[config.mk]
export PLATFORM = sky130hd
export DESIGN_NAME = interleaved_base32_decoder_unit
export DESIGN_NICKNAME = d
export VERILOG_FILES = /design/src/hdl/ib32_pkg.sv /design/src/hdl/interleaved_base32_decoder_unit.sv /design/src/hdl/ib32_front.sv /design/src/hdl/ib32_job_fifo.sv /design/src/hdl/ib32_back.sv
export SDC_FILE = /design/constraint.sdc
export NUM_CORES = 1
export LEC_CHECK = 0
export ABC_CLOCK_PERIOD_IN_PS = 4950
export BUFFER_PORTS_ARGS = -buffer_cell sky130_fd_sc_hd__buf_2
export CAP_MARGIN = 20
export CORE_MARGIN = 1
export CORE_UTILIZATION = 45
export CTS_CLUSTER_DIAMETER = 40
export CTS_CLUSTER_SIZE = 40
export DETAILED_ROUTE_END_ITERATION = 8
export GPL_ROUTABILITY_DRIVEN = 0
export HOLD_SLACK_MARGIN = 0.15
export PLACE_DENSITY = 0.62
export SLEW_MARGIN = 20
export SYNTH_ARGS = -nofsm -noshare
export SYNTH_HDL_FRONTEND = slang
export SYNTH_HIERARCHICAL = 1
export SYNTH_SLANG_ARGS = --single-unit
export TNS_END_PERCENT = 5
[constraint.sdc]
create_clock -name clk -period 4.95 [get_ports clk]
set_input_delay 1.485 -clock clk [delete_from_list [all_inputs] [get_ports clk]]
set_output_delay 1.485 -clock clk [all_outputs]
set_load 0.01 [all_outputs]
[src/hdl/ib32_pkg.sv]
// Shared types, constants and helpers for the interleaved base32 decoder.
// No dependencies; imported by every module of the block.
package ib32_pkg;

    localparam int SYM_W        = 5;
    localparam int GROUP_SYMS   = 8;
    localparam int GROUP_BYTES  = 5;
    localparam int WORD_W       = GROUP_BYTES * 8;
    localparam int HELD_SYMS    = GROUP_SYMS - 1;

    localparam logic [7:0] CHAR_LOWER_A = 8'd97;
    localparam logic [7:0] CHAR_LOWER_Z = 8'd122;
    localparam logic [7:0] CHAR_DIGIT_0 = 8'd48;
    localparam logic [7:0] CHAR_DIGIT_5 = 8'd53;
    localparam logic [7:0] DIGIT_OFFSET = 8'd22;
    localparam logic [7:0] MARKER_BYTE  = 8'd128;

    localparam logic [2:0] LAST_SLOT    = 3'd7;
    localparam logic [2:0] FULL_COUNT   = 3'd5;

    // One unit of work handed from the front end to the byte emitter.
    typedef struct packed {
        logic [WORD_W-1:0] word;       // 40 decoded bits, byte 0 in the top
        logic [2:0]        count;      // results to emit, 1..5
        logic              final_grp;  // bytes belong to the stream's last group
        logic              trunc;      // truncation notice, word is zero
    } ib32_job_t;

    // Byte k of a decoded group, most significant byte first.
    function automatic logic [7:0] grp_byte(input logic [WORD_W-1:0] word,
                                            input logic [2:0] idx);
        logic [7:0] b;
        case (idx)
            3'd0:    b = word[39:32];
            3'd1:    b = word[31:24];
            3'd2:    b = word[23:16];
            3'd3:    b = word[15:8];
            3'd4:    b = word[7:0];
            default: b = 8'd0;
        endcase
        return b;
    endfunction

endpackage

[src/hdl/interleaved_base32_decoder_unit.sv]
// Top level of the interleaved base32 decoder.
// Depends on ib32_pkg, ib32_front, ib32_job_fifo and ib32_back.
//
// Queue-style block: push a symbol when full is low, pop a decoded byte
// while empty is low. Symbols 'a'..'z' map to 0..25, '0'..'5' to 26..31,
// anything else keeps its low five bits. Eight symbols form a group; each
// pair gives ten bits with the first symbol on the odd positions, and the
// group yields five bytes, first byte first. When stream_end comes with the
// eighth symbol, only the bytes in front of the highest-index 0x80 marker
// come out (none if there is no marker, or it is the first byte), flagged
// from_final_group. When stream_end comes earlier, the partial group is
// dropped and a single transaction with truncated high and data zero is
// returned. last_in_run marks the final byte caused by one input symbol.
// Rate: one symbol per clock is taken as long as the job queue has room;
// the emitter drains one byte per clock while each byte is popped as it
// shows, and a group of eight symbols yields at most five bytes, so a
// steady stream runs at one symbol per cycle. The first byte of a group
// passes through the queue slot, the emitter's current-job register and
// the output register before it shows on the result ports. JOB_DEPTH sets
// how many finished groups may wait while the result side stalls.

module interleaved_base32_decoder_unit
    import ib32_pkg::*;
#(
    parameter int JOB_DEPTH = 4
)
(
    input  logic        clk,
    input  logic        rst_n,
    input  logic        push,
    output logic        full,
    input  logic [7:0]  symbol,
    input  logic        stream_end,
    output logic        empty,
    input  logic        pop,
    output logic [7:0]  data_byte,
    output logic        last_in_run,
    output logic        from_final_group,
    output logic        truncated
);

    logic      accept;
    logic      job_push;
    ib32_job_t front_job;
    ib32_job_t queued_job;
    logic      job_avail;
    logic      job_take;

    // A symbol enters only while the queue can take the job it may make.
    assign accept = push && !full;

    ib32_front u_front (
        .clk        (clk),
        .rst_n      (rst_n),
        .accept     (accept),
        .symbol     (symbol),
        .stream_end (stream_end),
        .job_push   (job_push),
        .job        (front_job)
    );

    ib32_job_fifo #(
        .DEPTH (JOB_DEPTH)
    ) u_job_fifo (
        .clk       (clk),
        .rst_n     (rst_n),
        .wr_en     (job_push),
        .wr_job    (front_job),
        .full      (full),
        .rd_en     (job_take),
        .rd_job    (queued_job),
        .not_empty (job_avail)
    );

    ib32_back u_back (
        .clk              (clk),
        .rst_n            (rst_n),
        .job_avail        (job_avail),
        .job              (queued_job),
        .job_take         (job_take),
        .empty            (empty),
        .pop              (pop),
        .data_byte        (data_byte),
        .last_in_run      (last_in_run),
        .from_final_group (from_final_group),
        .truncated        (truncated)
    );

endmodule

[src/hdl/ib32_front.sv]
// Front end: accepts symbols, maps them, holds the open group and builds jobs.
// Depends on ib32_pkg.
module ib32_front
    import ib32_pkg::*;
(
    input  logic        clk,
    input  logic        rst_n,
    input  logic        accept,
    input  logic [7:0]  symbol,
    input  logic        stream_end,
    output logic        job_push,
    output ib32_job_t   job
);

    logic [SYM_W-1:0] sym_reg [HELD_SYMS];
    logic [2:0]       group_count_reg;
    logic [2:0]       group_count_next;
    logic [SYM_W-1:0] sym_mapped;
    logic [SYM_W-1:0] grp [GROUP_SYMS];
    logic [WORD_W-1:0] word;
    logic [2:0]       marker_cnt;
    logic             group_done;

    function automatic logic [SYM_W-1:0] map_symbol(input logic [7:0] s);
        logic [7:0] v;
        if (s >= CHAR_LOWER_A && s <= CHAR_LOWER_Z)
        begin
            v = s - CHAR_LOWER_A;
        end
        else if (s >= CHAR_DIGIT_0 && s <= CHAR_DIGIT_5)
        begin
            v = s - DIGIT_OFFSET;
        end
        else
        begin
            v = s;
        end
        return v[SYM_W-1:0];
    endfunction

    assign sym_mapped = map_symbol(symbol);
    assign group_done = (group_count_reg == LAST_SLOT);

    always_comb
    begin
        for (int i = 0; i < HELD_SYMS; i++)
        begin
            grp[i] = sym_reg[i];
        end
        grp[GROUP_SYMS-1] = sym_mapped;
    end

    // Pair (x, y) gives x4 y4 x3 y3 ... x0 y0: odd bits from x, even from y.
    always_comb
    begin
        word = '0;
        for (int p = 0; p < GROUP_SYMS / 2; p++)
        begin
            for (int b = 0; b < SYM_W; b++)
            begin
                word[WORD_W - 10 * (p + 1) + 2 * b + 1] = grp[2 * p][b];
                word[WORD_W - 10 * (p + 1) + 2 * b]     = grp[2 * p + 1][b];
            end
        end
    end

    // Bytes before the highest-index marker; none if the marker is absent.
    always_comb
    begin
        marker_cnt = 3'd0;
        for (int k = 0; k < GROUP_BYTES; k++)
        begin
            if (grp_byte(word, 3'(k)) == MARKER_BYTE)
            begin
                marker_cnt = 3'(k);
            end
        end
    end

    always_comb
    begin
        job              = '0;
        job_push         = 1'b0;
        group_count_next = group_count_reg;
        if (accept)
        begin
            if (!group_done)
            begin
                if (stream_end)
                begin
                    job.count        = 3'd1;
                    job.trunc        = 1'b1;
                    job_push         = 1'b1;
                    group_count_next = 3'd0;
                end
                else
                begin
                    group_count_next = group_count_reg + 3'd1;
                end
            end
            else
            begin
                job.word         = word;
                group_count_next = 3'd0;
                if (stream_end)
                begin
                    job.count     = marker_cnt;
                    job.final_grp = 1'b1;
                    job_push      = (marker_cnt != 3'd0);
                end
                else
                begin
                    job.count = FULL_COUNT;
                    job_push  = 1'b1;
                end
            end
        end
    end

    always_ff @(posedge clk or negedge rst_n)
    begin
        if (!rst_n)
        begin
            group_count_reg <= 3'd0;
        end
        else
        begin
            group_count_reg <= group_count_next;
        end
    end

    always_ff @(posedge clk)
    begin
        if (accept && !group_done && !stream_end)
        begin
            sym_reg[group_count_reg] <= sym_mapped;
        end
    end

endmodule

[src/hdl/ib32_job_fifo.sv]
// Short job queue between front end and byte emitter.
// Depends on ib32_pkg.
module ib32_job_fifo
    import ib32_pkg::*;
#(
    parameter int DEPTH = 4
)
(
    input  logic      clk,
    input  logic      rst_n,
    input  logic      wr_en,
    input  ib32_job_t wr_job,
    output logic      full,
    input  logic      rd_en,
    output ib32_job_t rd_job,
    output logic      not_empty
);

    localparam int PTR_W = (DEPTH > 1) ? $clog2(DEPTH) : 1;
    localparam int CNT_W = $clog2(DEPTH + 1);

    ib32_job_t        slot_reg [DEPTH];
    logic [PTR_W-1:0] wr_ptr_reg, wr_ptr_next;
    logic [PTR_W-1:0] rd_ptr_reg, rd_ptr_next;
    logic [CNT_W-1:0] fill_reg, fill_next;
    logic             do_wr, do_rd;

    assign full      = (fill_reg == CNT_W'(DEPTH));
    assign not_empty = (fill_reg != '0);
    assign do_wr     = wr_en && !full;
    assign do_rd     = rd_en && not_empty;
    assign rd_job    = slot_reg[rd_ptr_reg];

    always_comb
    begin
        wr_ptr_next = wr_ptr_reg;
        rd_ptr_next = rd_ptr_reg;
        fill_next   = fill_reg;
        if (do_wr)
        begin
            wr_ptr_next = (wr_ptr_reg == PTR_W'(DEPTH - 1)) ? '0 : wr_ptr_reg + 1'b1;
        end
        if (do_rd)
        begin
            rd_ptr_next = (rd_ptr_reg == PTR_W'(DEPTH - 1)) ? '0 : rd_ptr_reg + 1'b1;
        end
        if (do_wr && !do_rd)
        begin
            fill_next = fill_reg + 1'b1;
        end
        else if (do_rd && !do_wr)
        begin
            fill_next = fill_reg - 1'b1;
        end
    end

    always_ff @(posedge clk or negedge rst_n)
    begin
        if (!rst_n)
        begin
            wr_ptr_reg <= '0;
            rd_ptr_reg <= '0;
            fill_reg   <= '0;
        end
        else
        begin
            wr_ptr_reg <= wr_ptr_next;
            rd_ptr_reg <= rd_ptr_next;
            fill_reg   <= fill_next;
        end
    end

    always_ff @(posedge clk)
    begin
        if (do_wr)
        begin
            slot_reg[wr_ptr_reg] <= wr_job;
        end
    end

endmodule

[src/hdl/ib32_back.sv]
// Byte emitter: walks each job one byte per cycle into the output register while it is empty or popped.
// Depends on ib32_pkg.
module ib32_back
    import ib32_pkg::*;
(
    input  logic        clk,
    input  logic        rst_n,
    input  logic        job_avail,
    input  ib32_job_t   job,
    output logic        job_take,
    output logic        empty,
    input  logic        pop,
    output logic [7:0]  data_byte,
    output logic        last_in_run,
    output logic        from_final_group,
    output logic        truncated
);

    ib32_job_t  cur_reg, cur_next;
    logic       cur_valid_reg, cur_valid_next;
    logic [2:0] idx_reg, idx_next;
    logic       out_valid_reg, out_valid_next;
    logic [7:0] data_reg, data_next;
    logic       last_reg, last_next;
    logic       fin_reg, fin_next;
    logic       trunc_reg, trunc_next;
    logic       advance, cur_last;

    assign advance  = cur_valid_reg && (!out_valid_reg || pop);
    assign cur_last = ((idx_reg + 3'd1) == cur_reg.count);
    assign job_take = job_avail && (!cur_valid_reg || (advance && cur_last));

    always_comb
    begin
        cur_next       = cur_reg;
        cur_valid_next = cur_valid_reg;
        idx_next       = idx_reg;
        out_valid_next = out_valid_reg;
        data_next      = data_reg;
        last_next      = last_reg;
        fin_next       = fin_reg;
        trunc_next     = trunc_reg;

        if (pop && out_valid_reg)
        begin
            out_valid_next = 1'b0;
        end
        if (advance)
        begin
            out_valid_next = 1'b1;
            data_next      = grp_byte(cur_reg.word, idx_reg);
            last_next      = cur_last;
            fin_next       = cur_reg.final_grp;
            trunc_next     = cur_reg.trunc;
            idx_next       = idx_reg + 3'd1;
            if (cur_last)
            begin
                cur_valid_next = 1'b0;
            end
        end
        if (job_take)
        begin
            cur_next       = job;
            cur_valid_next = 1'b1;
            idx_next       = 3'd0;
        end
    end

    always_ff @(posedge clk or negedge rst_n)
    begin
        if (!rst_n)
        begin
            cur_valid_reg <= 1'b0;
            out_valid_reg <= 1'b0;
            idx_reg       <= 3'd0;
        end
        else
        begin
            cur_valid_reg <= cur_valid_next;
            out_valid_reg <= out_valid_next;
            idx_reg       <= idx_next;
        end
    end

    always_ff @(posedge clk)
    begin
        cur_reg   <= cur_next;
        data_reg  <= data_next;
        last_reg  <= last_next;
        fin_reg   <= fin_next;
        trunc_reg <= trunc_next;
    end

    assign empty            = !out_valid_reg;
    assign data_byte        = data_reg;
    assign last_in_run      = last_reg;
    assign from_final_group = fin_reg;
    assign truncated        = trunc_reg;

endmodule
==> metrics.txt, run 1 <==
status finished clean; total power of the final layout 7530 µW; number of flip-flops under the largest register name 180; final std cells w/o fill 986; min-delay worst type reg2reg; clock net sink count 286; cell types occupying the most area after synthesis sky130_fd_sc_hd__edfxtp_1 72%, sky130_fd_sc_hd__mux4_2 9.0%, sky130_fd_sc_hd__dfrtp_1 3.3%; number of distinct standard cells referenced by the synthesized netlist 57; pin count of the biggest net entering global routing 48; number of warnings issued by yosys 6; number of filler instances in the final layout 1,853; Post-DRT Antenna Nets 0; sequential cell area fraction in the yosys report 75.6%; delay of the slowest critical-path stage 0.55 ns; Synth Area per Inst 19.5 µm²; post-synthesis to final-layout area growth 16.8%; GRT Resource Usage Total 19.1%; slew at the pin closest to its max-slew limit 1.00 ns; count of flip-flops with a built-in enable after synthesis 271; first drt pass iteration count 6; CTS tree built; post-synthesis cell area 11,300 µm²; CTS root buffer sky130_fd_sc_hd__clkbuf_16; largest fanout of any net on the critical path 5; Clock Skews 0.00911 ns; initial antenna violation count 0; half-perimeter wire length after detailed placement 14.5 mm; cell area power density 573 nW/µm²; starting density of the core 46.0%; hold buffer count at CTS 0; post-CTS repair timing setup buffer count 0; shortest period the worst path allows 4.54 ns; kind of launch point of the worst setup path input pin; clock buffer depth 3; post-cts sizing count 0; top cell types by occurrence after synthesis 271 x sky130_fd_sc_hd__edfxtp_1, 45 x sky130_fd_sc_hd__mux4_2, 39 x sky130_fd_sc_hd__and3_1; Final Worst Setup Slack 0.406 ns; pins over their slew limit 0; Req. time, crit path 5.36 ns; fin crit share 91.8%; share of async-settable or async-resettable flops after synthesis 5.24%; most instantiated flip-flop cell in the synthesis netlist sky130_fd_sc_hd__edfxtp_1; arrival time reported for the critical path endpoint 4.96 ns; die span in x 160 µm; clock slew at the register clock pins of the worst setup and hold paths 0.06 ns; number of global-route vias before repair 5,993; site row count 57; worst slack, placed -0.0703 ns; nature of the critical path endpoint flip-flop; number of flip-flops and latches in the synthesized netlist 286; maximum capacitance violations 0; DP Cell Count 922; Routed Wire Length 23.6 mm; maximum clock frequency 220 MHz; Net count, final 668; antenna diode count 0; cell at the slowest stage of the critical path sky130_fd_sc_hd__or4_4; Core Footprint 24,500 µm²; height of the die 160 µm; final setup violation count 0; number of design rule violations left after detail routing 0; GR Overflow Total 0; number of buffers inserted during clock tree synthesis 35; Static Leakage 0.00463 µW; dpl cell area 11,900 µm²; proportion of netlist area held by the largest area contributor 72.2%; crit-path cells buf_2 > inv_1 > ha_1 > nor3_1 > and4b_1 > or4_4 > nor4_4 > nand3_2 > a21oi_1 > nor2b_2 > ha_1 > inv_1 > fa_1 > xor2_1 > nor2_1 > xor2_1; clock latency of the later-clocked register in the worst-skew pair 0.51 ns; share of final-layout standard cells stronger than drive strength 1 26.0%; Top-Level Pins 26; category of the critical setup timing path in2reg; routed len/inst 23.9 µm; via density per instance 5.74; initial drt markers 556; number of H-tree levels 2; syn_nets 611; number of instances in the synthesized netlist 578; Hold Violations, Final 0; quantity of I/O buffers inserted on ports 25; largest vdd supply drop 0.323 mV; number of vias in the routed layout 5,658; RSZ-0062 raised after global routing false; total die area 25,700 µm²; Slew Limit Headroom 32.8%; post-route design area 13,200 µm²; leading cell type by number of instances after synthesis sky130_fd_sc_hd__edfxtp_1; post-synth top area cell sky130_fd_sc_hd__edfxtp_1; first-pass GRT wire length 36.0 mm
[worst max-delay path, delay by kind of cell]
kind	cells	cell delay, ns
AO/OA/AOI/OAI	1	0.19
buffers and inverters	3	0.23
XOR/XNOR	2	0.36
AND/OR/NAND/NOR	7	1.87
adder cells (fa/ha/maj)	3	0.82
[worst paths after layout]
path	startpoint	cells after the start	to	slack, ns
max in group asynchronous	rst_n	1	u_job_fifo/rd_ptr_reg[0]	3.67
max	symbol[1]	16	u_job_fifo/fill_reg[2]	0.41
min in group asynchronous	rst_n	1	u_back/out_valid_reg	0.92
max reg2reg	u_back/idx_reg[2]	12	u_job_fifo/fill_reg[2]	1.65
min	u_back/cur_reg[1]	0	u_back/from_final_group	0.51
min reg2reg	u_back/cur_reg[1]	0	u_back/from_final_group	0.51
[kinds of logic after synthesis]
kind of cell               count (synthesis)  synth area share [%]
AOI/OAI and AO/OA                         49                  3.15
xor gates and xnor gates                   8                 0.622
adders and majority gates                 20                  2.29
buffers and inverters                     44                  1.84
DFF                                      286                  75.6
muxes                                     53                  9.77
and+or+nand+nor                          118                  6.74
[per-stage QoR]
stage	hold WS (ns)	TNS [ns]	utilization [%]
4_1_cts	0.517	0	53.8
3_3_place_gp	0.472	0	48.7
2_1_floorplan	0.400	-13.18	-
6_report	0.507	0	53.8
3_5_place_dp	0.506	-0.0703	48.7
5_1_grt	0.527	0	53.8
[routing by layer]
metal	vias to the layer above	track usage, %	part of all wire (%)
li1	2474	-	-
met1	2970	25.2	44
met2	176	32.3	50
met3	38	3.74	5.0
met4	0	5.67	1.9
met5	-	0	0
[power by group]
part	internal, µW	switching [µW]	leakage (µW)
clock	1670	1000	0.000605
sequential	3140	236	0.00273
combinational	644	845	0.00129
total	5450	2080	0.00463
[cells in the final DEF (no fill, tap or decap), types with 3 or more instances in the layout]
| cell | Yosys | layout |
|---|---|---|
| sky130_fd_sc_hd__and3_1 | 39 | 39 |
| sky130_fd_sc_hd__clkinv_4 | 0 | 3 |
| sky130_fd_sc_hd__dfrtp_1 | 15 | 13 |
| sky130_fd_sc_hd__nor3_1 | 7 | 7 |
| sky130_fd_sc_hd__buf_4 | 1 | 13 |
| sky130_fd_sc_hd__mux2_2 | 6 | 6 |
| sky130_fd_sc_hd__clkinv_1 | 0 | 5 |
| sky130_fd_sc_hd__bufinv_16 | 0 | 6 |
| sky130_fd_sc_hd__inv_1 | 19 | 19 |
| sky130_fd_sc_hd__edfxtp_1 | 271 | 271 |
| sky130_fd_sc_hd__a21oi_1 | 5 | 5 |
| sky130_fd_sc_hd__xor2_1 | 3 | 3 |
| sky130_fd_sc_hd__inv_6 | 0 | 8 |
| sky130_fd_sc_hd__xnor2_1 | 5 | 5 |
| sky130_fd_sc_hd__nand2_1 | 12 | 12 |
| sky130_fd_sc_hd__mux4_2 | 45 | 45 |
| sky130_fd_sc_hd__ha_1 | 19 | 19 |
| sky130_fd_sc_hd__nor2b_1 | 4 | 4 |
| sky130_fd_sc_hd__nor4b_1 | 3 | 3 |
| sky130_fd_sc_hd__o21ai_0 | 15 | 15 |
| sky130_fd_sc_hd__o31ai_1 | 3 | 3 |
| sky130_fd_sc_hd__a32oi_1 | 8 | 8 |
| sky130_fd_sc_hd__and2_2 | 0 | 3 |
| sky130_fd_sc_hd__clkbuf_16 | 0 | 36 |
| sky130_fd_sc_hd__a222oi_1 | 8 | 8 |
| sky130_fd_sc_hd__nand2b_1 | 4 | 4 |
| sky130_fd_sc_hd__buf_12 | 0 | 7 |
| sky130_fd_sc_hd__clkinv_2 | 0 | 3 |
| sky130_fd_sc_hd__nor4_1 | 3 | 3 |
| sky130_fd_sc_hd__nor2_1 | 14 | 13 |
| sky130_fd_sc_hd__nand3_1 | 6 | 6 |
| sky130_fd_sc_hd__buf_2 | 7 | 25 |
[area by class of cell]
cell class | count | area [µm²] | share of cell area, %
clock buffer | 37 | 905 | 6.88
clock inverter | 27 | 334 | 2.54
inverter | 19 | 71.3 | 0.542
multi-input combinational | 248 | 2550 | 19.4
sequential | 286 | 8520 | 64.8
tap | 324 | 405 | 3.08
timing repair buffer | 45 | 363 | 2.76
No activity file was read; power rests on OpenSTA's default activity.
==> run 2: changes to the inputs <==
--- a/config.mk
+++ b/config.mk
@@ -7,15 +7,14 @@
 export LEC_CHECK = 0
 export ABC_CLOCK_PERIOD_IN_PS = 4950
 export BUFFER_PORTS_ARGS = -buffer_cell sky130_fd_sc_hd__buf_2
-export CAP_MARGIN = 20
 export CORE_MARGIN = 1
-export CORE_UTILIZATION = 45
+export CORE_UTILIZATION = 28
 export CTS_CLUSTER_DIAMETER = 40
 export CTS_CLUSTER_SIZE = 40
 export DETAILED_ROUTE_END_ITERATION = 8
 export GPL_ROUTABILITY_DRIVEN = 0
 export HOLD_SLACK_MARGIN = 0.15
-export PLACE_DENSITY = 0.62
+export PLACE_DENSITY = 0.43
 export SLEW_MARGIN = 20
 export SYNTH_ARGS = -nofsm -noshare
 export SYNTH_HDL_FRONTEND = slang
==> run 2 against run 1 <==
Compared with the run above:
- critical path depth stayed put
- global-route usage is 6.5 points lower
- design area is 2.1% higher
- wire length is 6.9% higher
- clock skew is 0.014 ns higher
- via count is 1.7% lower
- power is 1.1% higher
==> metrics.txt, run 2 (synthesis results as in run 1) <==
status finished clean; Clock Skews 0.0235 ns; first drt pass iteration count 5; commonest non-fill, non-tap cell in the layout sky130_fd_sc_hd__edfxtp_1; number of H-tree levels 2; die span in x 203 µm; shortest period the worst path allows 4.55 ns; cell family with the largest share of critical-path delay simple AND/OR/NAND/NOR gates; delay of the slowest critical-path stage 0.57 ns; Comb pwr share 20.0%; largest fanout of any net on the critical path 4; TNS Setup 0 ns; category of the critical setup timing path in2reg; CTS root buffer sky130_fd_sc_hd__clkbuf_16; site row count 73; DP Cell Count 1,123; cell area power density 568 nW/µm²; most frequent cells in the layout 271 x sky130_fd_sc_hd__edfxtp_1, 45 x sky130_fd_sc_hd__mux4_2, 39 x sky130_fd_sc_hd__clkbuf_16, 39 x sky130_fd_sc_hd__and3_1, 25 x sky130_fd_sc_hd__buf_2; clock slew at the register clock pins of the worst setup and hold paths 0.05 ns; launch instance of the worst register-to-register path u_back/idx_reg[2]; Final Worst Setup Slack 0.395 ns; worst slack, placed -0.0488 ns; Core Footprint 39,700 µm²; quantity of I/O buffers inserted on ports 25; maximum clock frequency 220 MHz; number of filler instances in the final layout 3,710; path depth of the worst reg2reg path 12; height of the die 203 µm; largest vdd supply drop 0.232 mV; initial drt markers 516; cell at the slowest stage of the critical path sky130_fd_sc_hd__or4_4; switching power of the nets 2120 µW; GR Overflow Total 0; number of vias in the routed layout 5,559; final setup violation count 0; hold path start u_back/cur_reg[1]; hold depth 0; Net count, final 671; post-synthesis to final-layout area growth 19.2%; Req. time, crit path 5.37 ns; clock share of power 36.3%; half-perimeter wire length after detailed placement 15.4 mm; number of design rule violations left after detail routing 0; nature of the critical path endpoint flip-flop; RSZ-0062 raised after global routing false; pin count of the biggest net entering global routing 48; Hold Violations, Final 0; starting density of the core 28.4%; CTS tree built; fin crit share 92.0%; pins over their slew limit 0; hold buffer count at CTS 0; via density per instance 4.67; Post-DRT Antenna Nets 0; number of buffers inserted during clock tree synthesis 38; maximum capacitance violations 0; arrival time reported for the critical path endpoint 4.97 ns; sum of buffers and inverters on the critical path 3; Slew Limit Headroom 28.1%; total die area 41,000 µm²; routed len/inst 21.2 µm; post-CTS repair timing setup buffer count 0; Routed Wire Length 25.2 mm; proportion of power drawn by flip-flops and latches 43.8%; crit-path cells buf_2 > inv_1 > ha_1 > nor3_1 > and4b_1 > or4_4 > nor4_4 > nand3_2 > a21oi_1 > nor2b_2 > ha_1 > inv_1 > fa_1 > xor2_1 > nor2_1 > xor2_1; worst setup slack for register-to-register paths 1.63 ns; share of final-layout standard cells stronger than drive strength 1 26.3%; worst hold margin 0.419 ns; kind of launch point of the worst setup path input pin; min-delay worst type reg2reg; clock net sink count 286; total power of the final layout 7620 µW; initial antenna violation count 0; Switching Share 27.8%; sink of the worst hold path u_back/from_final_group; slew at the pin closest to its max-slew limit 1.08 ns; capturing point of the worst reg2reg path u_job_fifo/fill_reg[2]; GRT Resource Usage Total 12.6%; Top-Level Pins 26; clock latency of the later-clocked register in the worst-skew pair 0.51 ns; antenna diode count 0; number of global-route vias before repair 6,066; clock buffer depth 3; first-pass GRT wire length 38.4 mm; number of flip-flops under the largest register name 180; Static Leakage 0.00464 µW; post-cts sizing count 0; Cell Int Power 5500 µW; final std cells w/o fill 1,191
==> run 2: changes by cell type in the layout (fill, tap and decap cells not counted), moves of 3 or more <==
cell	previous run	this run
sky130_fd_sc_hd__inv_6	8	3
sky130_fd_sc_hd__clkbuf_1	1	4
sky130_fd_sc_hd__buf_12	7	4
sky130_fd_sc_hd__buf_4	13	16
sky130_fd_sc_hd__clkbuf_16	36	39
==> run 2: stage by stage <==
step                area [µm²]  utilization [%]
floorplan                11300                -
CTS                      13400             33.8
detailed placement       12100             30.5
global route             13400             33.8
finish                   13400             33.8
global placement         12100             30.5
==> run 2: area by class of cell <==
type | instances | area [µm²] | share of cell area [%]
multi-input cells | 248 | 2550 | 19.0
repair buffers | 45 | 325 | 2.42
clock inverters | 25 | 308 | 2.29
well taps | 525 | 657 | 4.89
inverters | 19 | 71.3 | 0.531
flip-flops and latches | 286 | 8520 | 63.4
clock buffers | 43 | 991 | 7.38
==> run 2: how the worst max path moves through the flow <==
stage | slack, ns | to | cells after the start | from
finish | 0.40 | u_job_fifo/fill_reg[2] | 16 | symbol[1]
global route | 0.15 | u_job_fifo/fill_reg[2] | 16 | symbol[1]
CTS | 0.43 | u_job_fifo/fill_reg[2] | 16 | symbol[1]
detailed placement | -0.05 | u_job_fifo/fill_reg[2] | 16 | symbol[1]
global placement | 0.11 | u_job_fifo/fill_reg[2] | 16 | symbol[1]
floorplan | -0.1 | u_job_fifo/slot_reg[1][0] | 10 | symbol[1]
==> run 2: power by group through the flow <==
stage	Clock [µW]	Combinational, µW	Sequential (µW)
final	2760	1520	3330
after global placement	0	1530	3370
after floorplan	0	1070	3310
after detailed placement	0	1560	3390
after global routing	2920	1670	3380
after CTS	2820	1570	3340
==> run 2: metal layers <==
layer	wire, µm	global-route usage, %	up-vias	share of wire (%)
met5	0	0	-	0
met4	439	3.71	0	1.7
met3	1270	2.57	36	5.0
met2	12500	21.4	146	50
met1	11000	16.2	2898	43
li1	-	-	2479	-
